**src/design/lfpfa_pkg.sv**
```systemverilog
// Package for the lowest-first page frame allocator.
// Field widths, register map, operation and status codes, request/result structs.
// No dependencies.
`default_nettype none

package lfpfa_pkg;

  localparam int DEF_MAX_PAGES = 256;
  localparam int DEF_ID_BITS   = 16;

  localparam int MB_W  = 17;   // memory_bytes register
  localparam int PB_W  = 13;   // page_bytes register
  localparam int REQ_W = 16;
  localparam int PID_W = 16;
  localparam int IDX_IN_W = 8;
  localparam int CHG_W = 9;
  localparam int OWN_W = 16;
  localparam int ADR_W = 20;

  localparam logic [MB_W-1:0] RESET_MEM_BYTES  = MB_W'(1024);
  localparam logic [PB_W-1:0] RESET_PAGE_BYTES = PB_W'(4);

  // register index = paddr[2]
  localparam logic REG_MEM_BYTES  = 1'b0;
  localparam logic REG_PAGE_BYTES = 1'b1;

  typedef enum logic [1:0] {
    OP_ALLOC = 2'd0,
    OP_FREE  = 2'd1,
    OP_QUERY = 2'd2,
    OP_NOP   = 2'd3
  } op_t;

  typedef enum logic [2:0] {
    ST_OK        = 3'd0,
    ST_BAD_SIZE  = 3'd1,
    ST_SHORT     = 3'd2,
    ST_NOT_FOUND = 3'd3,
    ST_IDS_OUT   = 3'd4
  } status_t;

  typedef struct packed {
    op_t                  opcode;
    logic [REQ_W-1:0]     request_bytes;
    logic [PID_W-1:0]     process_id;
    logic [IDX_IN_W-1:0]  page_index;
  } req_t;

  typedef struct packed {
    status_t              status;
    logic [OWN_W-1:0]     assigned_id;
    logic [CHG_W-1:0]     pages_changed;
    logic [CHG_W-1:0]     free_pages;
    logic [OWN_W-1:0]     page_owner;
    logic [ADR_W-1:0]     page_address;
  } res_t;

endpackage

`default_nettype wire

```
**src/design/lowest_first_page_frame_allocator.sv**
```systemverilog
// Each item takes one read pass over the owner table;
// an allocate that grants pages takes a second pass.
// One item in flight; the next is taken once the result moves to the output register.
// The owner table memory is read at one entry per cycle during a pass.
// Reset (rst_n low, synchronous) clears control; afterward a clearing pass over
// every entry zeroes the owner table, during which no input is taken.
`default_nettype none

module lowest_first_page_frame_allocator import lfpfa_pkg::*; #(
  parameter int MAX_PAGES = DEF_MAX_PAGES,
  parameter int ID_BITS   = DEF_ID_BITS
) (
  input  wire logic        clk,
  input  wire logic        rst_n,
  input  wire logic        in_tvalid,
  output      logic        in_tready,
  input  wire logic [39:0] in_tdata,   // request_bytes, process_id, page_index
  input  wire logic [1:0]  in_tuser,   // opcode
  output      logic        out_tvalid,
  input  wire logic        out_tready,
  // status, assigned_id, pages_changed, free_pages, page_owner, page_address, zero pad
  output      logic [79:0] out_tdata,
  input  wire logic        cfg_psel,
  input  wire logic        cfg_penable,
  input  wire logic        cfg_pwrite,
  input  wire logic [2:0]  cfg_paddr,
  input  wire logic [31:0] cfg_pwdata,
  output      logic [31:0] cfg_prdata,
  output      logic        cfg_pready
);

  logic [MB_W-1:0] mem_bytes_r;
  logic [PB_W-1:0] page_bytes_r;
  logic            cfg_wr;
  req_t            req;
  logic            eng_ready;
  logic            res_valid;
  logic            res_ready;
  res_t            res;
  logic            out_valid_r;
  res_t            out_r;

  assign cfg_pready = 1'b1;
  assign cfg_wr     = cfg_psel && cfg_penable && cfg_pwrite && cfg_pready;
  assign cfg_prdata = (cfg_paddr[2] == REG_MEM_BYTES) ? 32'(mem_bytes_r) : 32'(page_bytes_r);

  always_ff @(posedge clk) begin
    if (!rst_n) begin
      mem_bytes_r  <= RESET_MEM_BYTES;
      page_bytes_r <= RESET_PAGE_BYTES;
    end else if (cfg_wr) begin
      if (cfg_paddr[2] == REG_MEM_BYTES) begin
        mem_bytes_r <= cfg_pwdata[MB_W-1:0];
      end else begin
        page_bytes_r <= cfg_pwdata[PB_W-1:0];
      end
    end
  end

  assign req.opcode        = op_t'(in_tuser);
  assign req.request_bytes = in_tdata[15:0];
  assign req.process_id    = in_tdata[31:16];
  assign req.page_index    = in_tdata[39:32];
  assign in_tready         = eng_ready;

  lfpfa_engine #(
    .MAX_PAGES (MAX_PAGES),
    .ID_BITS   (ID_BITS)
  ) u_engine (
    .clk        (clk),
    .rst_n      (rst_n),
    .req_valid  (in_tvalid),
    .req_ready  (eng_ready),
    .req        (req),
    .mem_bytes  (mem_bytes_r),
    .page_bytes (page_bytes_r),
    .res_valid  (res_valid),
    .res_ready  (res_ready),
    .res        (res)
  );

  assign res_ready = !out_valid_r || out_tready;

  always_ff @(posedge clk) begin
    if (!rst_n) begin
      out_valid_r <= 1'b0;
    end else if (res_ready) begin
      out_valid_r <= res_valid;
    end
    if (res_valid && res_ready) begin
      out_r <= res;
    end
  end

  assign out_tvalid = out_valid_r;
  assign out_tdata  = {7'b0, out_r.page_address, out_r.page_owner, out_r.free_pages,
                       out_r.pages_changed, out_r.assigned_id, out_r.status};

endmodule

`default_nettype wire

```
**src/design/lfpfa_engine.sv**
```systemverilog
// Allocator engine: owner table memory and the sequencer that scans it.
// Depends on lfpfa_pkg.
`default_nettype none

module lfpfa_engine import lfpfa_pkg::*; #(
  parameter int MAX_PAGES = DEF_MAX_PAGES,
  parameter int ID_BITS   = DEF_ID_BITS
) (
  input  wire logic            clk,
  input  wire logic            rst_n,
  input  wire logic            req_valid,
  output      logic            req_ready,
  input  wire req_t            req,
  input  wire logic [MB_W-1:0] mem_bytes,
  input  wire logic [PB_W-1:0] page_bytes,
  output      logic            res_valid,
  input  wire logic            res_ready,
  output      res_t            res
);

  localparam int IDX_W = (MAX_PAGES > 1) ? $clog2(MAX_PAGES) : 1;
  localparam int CNT_W = $clog2(MAX_PAGES + 1);
  localparam int ACC_W = (IDX_W + PB_W > MB_W) ? IDX_W + PB_W : MB_W;
  localparam int FB_W  = (IDX_W + PB_W + 1 > REQ_W + 1) ? IDX_W + PB_W + 1 : REQ_W + 1;
  localparam int CMP_W = (ID_BITS > PID_W) ? ID_BITS : PID_W;
  localparam int QW    = (IDX_W > IDX_IN_W) ? IDX_W : IDX_IN_W;
  localparam logic [IDX_W-1:0] LAST_IDX = IDX_W'(MAX_PAGES - 1);

  typedef enum logic [2:0] {
    S_CLEAR, S_IDLE, S_SCAN, S_DECIDE, S_GRANT, S_DONE
  } state_t;

  state_t               state_r, state_nxt;
  logic [IDX_W-1:0]     rd_idx_r, rd_idx_nxt;
  logic                 issue_r, issue_nxt;
  logic                 proc_vld_r, proc_vld_nxt;
  logic [IDX_W-1:0]     proc_idx_r, proc_idx_nxt;
  logic [ACC_W-1:0]     proc_addr_r, proc_addr_nxt;
  req_t                 req_r, req_nxt;
  logic [ADR_W-1:0]     qaddr_r, qaddr_nxt;
  logic [CNT_W-1:0]     cnt_r, cnt_nxt;
  logic [CNT_W-1:0]     rel_r, rel_nxt;
  logic [CNT_W-1:0]     got_r, got_nxt;
  logic [FB_W-1:0]      fb_r, fb_nxt;
  logic [FB_W-1:0]      gb_r, gb_nxt;
  logic [ID_BITS-1:0]   own_r, own_nxt;
  logic [ID_BITS-1:0]   next_id_r, next_id_nxt;
  res_t                 res_r, res_nxt;

  logic [ID_BITS-1:0]   owner_mem [MAX_PAGES];
  logic [ID_BITS-1:0]   rd_data_r;
  logic                 mem_we;
  logic [IDX_W-1:0]     mem_wa;
  logic [ID_BITS-1:0]   mem_wd;

  logic [PB_W-1:0]      epb;
  logic [IDX_IN_W+PB_W-1:0] qprod;
  logic                 active;
  logic                 entry_free;
  logic                 pid_hit;
  logic                 grant_hit;
  logic [ID_BITS-1:0]   next_id_inc;
  logic [CNT_W-1:0]     got_fin;

  assign epb         = (page_bytes == '0) ? PB_W'(1) : page_bytes;
  assign qprod       = (IDX_IN_W+PB_W)'(req.page_index) * (IDX_IN_W+PB_W)'(epb);
  assign active      = proc_addr_r < ACC_W'(mem_bytes);
  assign entry_free  = (rd_data_r == '0);
  assign pid_hit     = (req_r.opcode == OP_FREE) && (req_r.process_id != '0) &&
                       (CMP_W'(rd_data_r) == CMP_W'(req_r.process_id));
  assign grant_hit   = active && entry_free && (gb_r < FB_W'(req_r.request_bytes));
  assign next_id_inc = next_id_r + ID_BITS'(1);
  assign got_fin     = got_r + CNT_W'(grant_hit);

  assign req_ready = (state_r == S_IDLE);
  assign res_valid = (state_r == S_DONE);
  assign res       = res_r;

  always_comb begin
    state_nxt     = state_r;
    rd_idx_nxt    = rd_idx_r;
    issue_nxt     = issue_r;
    proc_vld_nxt  = proc_vld_r;
    proc_idx_nxt  = proc_idx_r;
    proc_addr_nxt = proc_addr_r;
    req_nxt       = req_r;
    qaddr_nxt     = qaddr_r;
    cnt_nxt       = cnt_r;
    rel_nxt       = rel_r;
    got_nxt       = got_r;
    fb_nxt        = fb_r;
    gb_nxt        = gb_r;
    own_nxt       = own_r;
    next_id_nxt   = next_id_r;
    res_nxt       = res_r;
    mem_we        = 1'b0;
    mem_wa        = proc_idx_r;
    mem_wd        = '0;

    // read issue shared by both passes
    if (state_r == S_SCAN || state_r == S_GRANT) begin
      proc_vld_nxt = issue_r;
      if (issue_r) begin
        proc_idx_nxt = rd_idx_r;
        if (rd_idx_r == LAST_IDX) begin
          issue_nxt = 1'b0;
        end else begin
          rd_idx_nxt = rd_idx_r + IDX_W'(1);
        end
      end
      if (proc_vld_r) begin
        proc_addr_nxt = proc_addr_r + ACC_W'(epb);
      end
    end

    case (state_r)
      S_CLEAR: begin
        mem_we = 1'b1;
        mem_wa = rd_idx_r;
        rd_idx_nxt = rd_idx_r + IDX_W'(1);
        if (rd_idx_r == LAST_IDX) begin
          state_nxt = S_IDLE;
        end
      end
      S_IDLE: begin
        if (req_valid) begin
          req_nxt       = req;
          qaddr_nxt     = ADR_W'(qprod);
          rd_idx_nxt    = '0;
          issue_nxt     = 1'b1;
          proc_vld_nxt  = 1'b0;
          proc_addr_nxt = '0;
          cnt_nxt       = '0;
          rel_nxt       = '0;
          fb_nxt        = '0;
          own_nxt       = '0;
          state_nxt     = S_SCAN;
        end
      end
      S_SCAN: begin
        if (proc_vld_r) begin
          if (pid_hit) begin
            mem_we  = 1'b1;
            rel_nxt = rel_r + CNT_W'(1);
          end
          if (active && (entry_free || pid_hit)) begin
            cnt_nxt = cnt_r + CNT_W'(1);
            fb_nxt  = fb_r + FB_W'(epb);
          end
          if (QW'(proc_idx_r) == QW'(req_r.page_index)) begin
            own_nxt = rd_data_r;
          end
          if (proc_idx_r == LAST_IDX) begin
            state_nxt = S_DECIDE;
          end
        end
      end
      S_DECIDE: begin
        res_nxt            = '0;
        res_nxt.status     = ST_OK;
        res_nxt.free_pages = CHG_W'(cnt_r);
        state_nxt          = S_DONE;
        case (req_r.opcode)
          OP_ALLOC: begin
            if (req_r.request_bytes == '0) begin
              res_nxt.status = ST_BAD_SIZE;
            end else if (next_id_r == {ID_BITS{1'b1}}) begin
              res_nxt.status = ST_IDS_OUT;
            end else begin
              next_id_nxt         = next_id_inc;
              res_nxt.assigned_id = OWN_W'(next_id_inc);
              if (FB_W'(req_r.request_bytes) > fb_r) begin
                res_nxt.status = ST_SHORT;
              end else begin
                rd_idx_nxt    = '0;
                issue_nxt     = 1'b1;
                proc_vld_nxt  = 1'b0;
                proc_addr_nxt = '0;
                got_nxt       = '0;
                gb_nxt        = '0;
                state_nxt     = S_GRANT;
              end
            end
          end
          OP_FREE: begin
            res_nxt.status        = (rel_r == '0) ? ST_NOT_FOUND : ST_OK;
            res_nxt.pages_changed = CHG_W'(rel_r);
          end
          OP_QUERY: begin
            res_nxt.page_owner   = OWN_W'(own_r);
            res_nxt.page_address = qaddr_r;
          end
          default: begin
          end
        endcase
      end
      S_GRANT: begin
        if (proc_vld_r) begin
          if (grant_hit) begin
            mem_we = 1'b1;
            mem_wd = next_id_r;
            gb_nxt = gb_r + FB_W'(epb);
          end
          got_nxt = got_fin;
          if (proc_idx_r == LAST_IDX) begin
            res_nxt.pages_changed = CHG_W'(got_fin);
            res_nxt.free_pages    = CHG_W'(cnt_r - got_fin);
            state_nxt             = S_DONE;
          end
        end
      end
      S_DONE: begin
        if (res_ready) begin
          state_nxt = S_IDLE;
        end
      end
      default: begin
        state_nxt = S_IDLE;
      end
    endcase
  end

  always_ff @(posedge clk) begin
    if (!rst_n) begin
      state_r    <= S_CLEAR;
      rd_idx_r   <= '0;
      issue_r    <= 1'b0;
      proc_vld_r <= 1'b0;
      next_id_r  <= '0;
    end else begin
      state_r    <= state_nxt;
      rd_idx_r   <= rd_idx_nxt;
      issue_r    <= issue_nxt;
      proc_vld_r <= proc_vld_nxt;
      next_id_r  <= next_id_nxt;
    end
    proc_idx_r  <= proc_idx_nxt;
    proc_addr_r <= proc_addr_nxt;
    req_r       <= req_nxt;
    qaddr_r     <= qaddr_nxt;
    cnt_r       <= cnt_nxt;
    rel_r       <= rel_nxt;
    got_r       <= got_nxt;
    fb_r        <= fb_nxt;
    gb_r        <= gb_nxt;
    own_r       <= own_nxt;
    res_r       <= res_nxt;
  end

  always_ff @(posedge clk) begin
    if (mem_we) begin
      owner_mem[mem_wa] <= mem_wd;
    end
  end

  always_ff @(posedge clk) begin
    rd_data_r <= owner_mem[rd_idx_r];
  end

  a_accept_busy: assert property (@(posedge clk) disable iff (!rst_n)
    req_valid && req_ready |=> !req_ready)
    else $error("engine took a second request while busy");

  a_write_in_pass: assert property (@(posedge clk) disable iff (!rst_n)
    mem_we |-> (state_r == S_CLEAR || state_r == S_SCAN || state_r == S_GRANT))
    else $error("owner table written outside a pass");

  a_alloc_grants: assert property (@(posedge clk) disable iff (!rst_n)
    res_valid && req_r.opcode == OP_ALLOC && res_r.status == ST_OK
      |-> res_r.pages_changed != '0 && res_r.assigned_id == OWN_W'(next_id_r))
    else $error("successful allocate granted no page");

  a_result_held: assert property (@(posedge clk) disable iff (!rst_n)
    res_valid && !res_ready |=> res_valid && $stable(res_r))
    else $error("result changed before transfer");

endmodule

`default_nettype wire

```
**config.mk**
```make
export PLATFORM = sky130hd
export DESIGN_NAME = lowest_first_page_frame_allocator
export DESIGN_NICKNAME = d
export VERILOG_FILES = /design/src/design/lfpfa_pkg.sv /design/src/design/lowest_first_page_frame_allocator.sv /design/src/design/lfpfa_engine.sv
export SDC_FILE = /design/constraint.sdc
export NUM_CORES = 2
export LEC_CHECK = 0
export BUFFER_PORTS_ARGS = -buffer_cell sky130_fd_sc_hd__buf_4
export CAP_MARGIN = 20
export CORE_MARGIN = 5
export CORE_UTILIZATION = 57
export CTS_CLUSTER_SIZE = 30
export DETAILED_ROUTE_END_ITERATION = 10
export GPL_TIMING_DRIVEN = 0
export PLACE_DENSITY_LB_ADDON = 0.15
export SLEW_MARGIN = 15
export SYNTH_ARGS = -nofsm -noshare
export SYNTH_HDL_FRONTEND = slang
export SYNTH_HIERARCHICAL = 1
export SYNTH_SLANG_ARGS = --single-unit
```
**constraint.sdc**
```tcl
create_clock -name clk -period 5.8 [get_ports clk]
set_clock_uncertainty 0.05 [all_clocks]
set_input_delay 1.16 -clock clk [delete_from_list [all_inputs] [get_ports clk]]
set_output_delay 1.16 -clock clk [all_outputs]
set_load 0.01 [all_outputs]
```
==> summary.md <==
| Metric | Value |
|---|---|
| Final hold violation count | `0` |
| Post-route setup TNS | `-60.51 ns` |
| Post-DP HPWL | `472,000 um` |
| Most used DFF post-synth | `edfxtp_1` |
| Clock Power Share | `34.4%` |
| Crit path arrival time | `7.01 ns` |
| DRT iter0 DRCs | `18,200` |
| Final setup viols | `842` |
| Vias in the first global route | `98,700` |
| Unrepaired setup endpoints after global routing | `no` |
| Via count | `104,000` |
| WP data required | `6.54 ns` |
| GP Congestion | `1.01` |
| Total net switching power | `26.5 mW` |
| Status | `finished, violations left` |
| Register area share after synthesis | `74.2%` |
| Die width | `573 um` |
| Placed Area | `194,000 um2` |
| Worst-skew pair later-pin latency | `1.04 ns` |
| Cts bufs inserted | `446` |
| Die height | `573 um` |
| Largest net degree at the start of global routing | `89` |
| Startpoint Class | `flop` |
| Leakage | `57.6 nW` |
| Worst min path class | `input pin to flop` |
| Max-cap viol count | `0` |
| Max-slew violation count | `0` |
| H-tree levels | `5` |
| Synthesis-stage register bit count | `4,496` |
| Reg clk slew, reported paths | `0.06 ns` |
| Final cycle utilization of the critical path | `108%` |
| Area growth syn-to-layout | `15.8%` |
| Peak supply drop | `0.000408 V` |
| DRC Markers | `0` |
| Commonest non-fill, non-tap cells in the layout | `4,399 x edfxtp_1, 977 x mux4_2, 449 x clkbuf_16` |
| Slew HR | `5.88%` |
| Min cycle time layout | `6.27 ns` |
| First-pass detailed-route iteration total | `6` |
| Initial Util | `57.3%` |
| Die area | `328,000 um2` |
| Root Driver | `clkbuf_16` |
| Mapped Cells | `8,999` |
| Total Routed Length | `677,000 um` |
| Nets | `10,200` |
| Non-Filler Instances | `14,500` |
| Failing checks | `negative setup slack` |
| Synth cell types | `86` |
| Wirelength per Cell | `46.7 um` |
| Switching Fraction | `31.6%` |
| Grt ovf | `0` |
| EDFF count, synth | `4,399` |
| Total track usage | `40.9%` |
| Power Density | `401 nW/um2` |
| Ports | `199` |
| Max Freq | `159 MHz` |
| First-pass GRT wire length | `891,000 um` |
| Gate power share | `22.4%` |
| Tightest Pin Transition | `1.41 ns` |
| Int Pwr | `57.3 mW` |
| Leading cell type in the layout, fill and taps excluded | `edfxtp_1` |
| Core ar. | `315,000 um2` |
| Pre-CTS setup slack | `-1.07 ns` |
| CTS tree | `built` |
| Crit path max fanout | `10` |
| Sink Count | `4,496` |
| Sequential Power Share | `43.2%` |
| Avg Inst Size Synth | `20.1 um2` |
| Final ANT Viol Nets | `0` |
| Share of the core filled with cells | `66.3%` |
| I/O Buffers | `158` |
| Layout cells sized above 1 | `27.5%` |
| Post-Layout Inst Area | `209,000 um2` |
| Hold_buf cts | `0` |
| Async set-reset flop share out of synthesis | `0%` |
| Synthesized cell area | `181,000 um2` |
| Placed cell count | `13,600` |
| CP Capture Type | `flop` |
| Row cnt | `206` |
| Initial antenna violation count | `60` |
| Via density | `7.19` |
| Final worst setup slack | `-0.471 ns` |
| CTS Buffer Depth | `4` |
| CP Class | `flop to flop` |
| Warnings, synthesis | `6` |
==> through the flow <==
stage	power, mW	hold slack (ns)
final	83.8	0.301
after global routing	84.9	0.280
after CTS	82.9	0.258
after detailed placement	54.7	0.355
after global placement	53.8	0.353
after floorplan	45.1	0.350
==> worst paths after layout <==
kind	cells past startpoint	start	slack (ns)	to
setup / recovery	9	u_engine/rd_idx_r[3]	-0.47	u_engine/rd_data_r[10]
hold / removal	1	in_tdata[0]	0.30	u_engine/req_r[24]
setup reg to reg	9	u_engine/rd_idx_r[3]	-0.47	u_engine/rd_data_r[10]
hold reg to reg	0	u_engine/res[37]	0.37	out_tdata[29]
==> cell type report <==
class / instances / area [um2]
sequential: 4496 / 134000
clock inverter: 256 / 2710
antenna: 44 / 110
inverter: 160 / 603
fill: 20400 / 106000
buffer: 502 / 3330
multi-input combinational: 3853 / 44400
timing repair buffer: 465 / 6870
tap: 4160 / 5200
clock buffer: 555 / 11700
==> cells by family (layout without fill, tap and decap cells) <==
family	count (synthesis)	count (layout)	synth area share, %
AOI/OAI and AO/OA	857	857	3.36
and+or+nand+nor	1190	1190	3.10
muxes	1447	1447	14.8
other	2	67	0.00416
xor gates and xnor gates	126	126	0.611
adders and majority gates	210	210	1.74
buffers and inverters	671	1938	2.12
DFF	4496	4496	74.2
==> power groups by stage <==
stage / registers, mW / logic, mW / clock network (mW)
floorplan: 36.7 / 8.35 / 0
detailed placement: 36.9 / 17.8 / 0
CTS: 36.2 / 17.8 / 28.9
global placement: 36.9 / 16.9 / 0
global route: 36.2 / 18.4 / 30.3
finish: 36.2 / 18.8 / 28.8
==> state kept, by name, indices dropped and copies added, names as in the netlist, 20 cells and up <==
name / count
u_engine/res: 73
u_engine/fb_r: 22
u_engine/req_r: 42
out_tdata: 73
u_engine/qaddr_r: 20
u_engine/proc_addr_r: 21
u_engine/gb_r: 22
u_engine/owner_mem: 4096
==> critical path: stages, from the launching register on <==
cell,delay [ns]
dfxtp_1,0.74
inv_2,0.31
buf_2,0.47
nand2_1,0.40
clkbuf_1,0.86
clkbuf_1,0.91
o221ai_1,0.71
a21oi_1,0.96
a21oi_1,0.13
a32o_1,0.45
==> layer usage <==
metal / track usage (%) / vias up / share of wire (%)
met5: 0 / - / 0.024
met4: 31.3 / 22 / 9.8
met3: 15.2 / 2106 / 14
met2: 59.3 / 9080 / 44
met1: 50.1 / 54200 / 32
li1: - / 38800 / -
==> cell usage after synthesis, types with 10 or more instances <==
cell | n | area [um2]
a221o_1 | 40 | 400
a211o_1 | 17 | 149
xnor2_1 | 81 | 709
a211oi_1 | 45 | 338
xor2_1 | 45 | 394
o31ai_1 | 18 | 135
or3_1 | 17 | 106
mux2i_1 | 423 | 4230
nand4_1 | 38 | 238
inv_1 | 158 | 593
o211ai_1 | 13 | 97.6
nor4_1 | 21 | 131
o21a_1 | 13 | 97.6
dfxtp_1 | 97 | 1940
nand3_1 | 51 | 255
a31oi_1 | 17 | 106
o221ai_1 | 44 | 385
ha_1 | 140 | 1750
a311oi_1 | 11 | 96.3
a21oi_1 | 188 | 941
edfxtp_1 | 4399 | 132000
buf_2 | 93 | 465
buf_1 | 35 | 131
and2_1 | 169 | 1060
buf_6 | 92 | 1040
nand2_1 | 250 | 938
o21ai_0 | 142 | 711
nand2b_1 | 16 | 100
o22ai_1 | 19 | 119
mux4_2 | 977 | 22000
nor2_1 | 468 | 1760
nor2b_1 | 38 | 238
a21o_1 | 33 | 248
or2_2 | 10 | 62.6
buf_4 | 61 | 458
nor3_1 | 55 | 275
buf_8 | 15 | 225
fa_1 | 69 | 1380
clkbuf_1 | 209 | 785
a22oi_1 | 52 | 390
and3_1 | 18 | 113
mux2_2 | 47 | 529
o21ai_1 | 13 | 65.1
a221oi_1 | 101 | 885
==> timing repair <==
item	4_1_cts	5_1_grt
pin swaps	3	12
buffers inserted	4	16
gates resized for setup	24	18
endpoints found under the setup margin	1270	457
(Power assumes the default switching activity.)
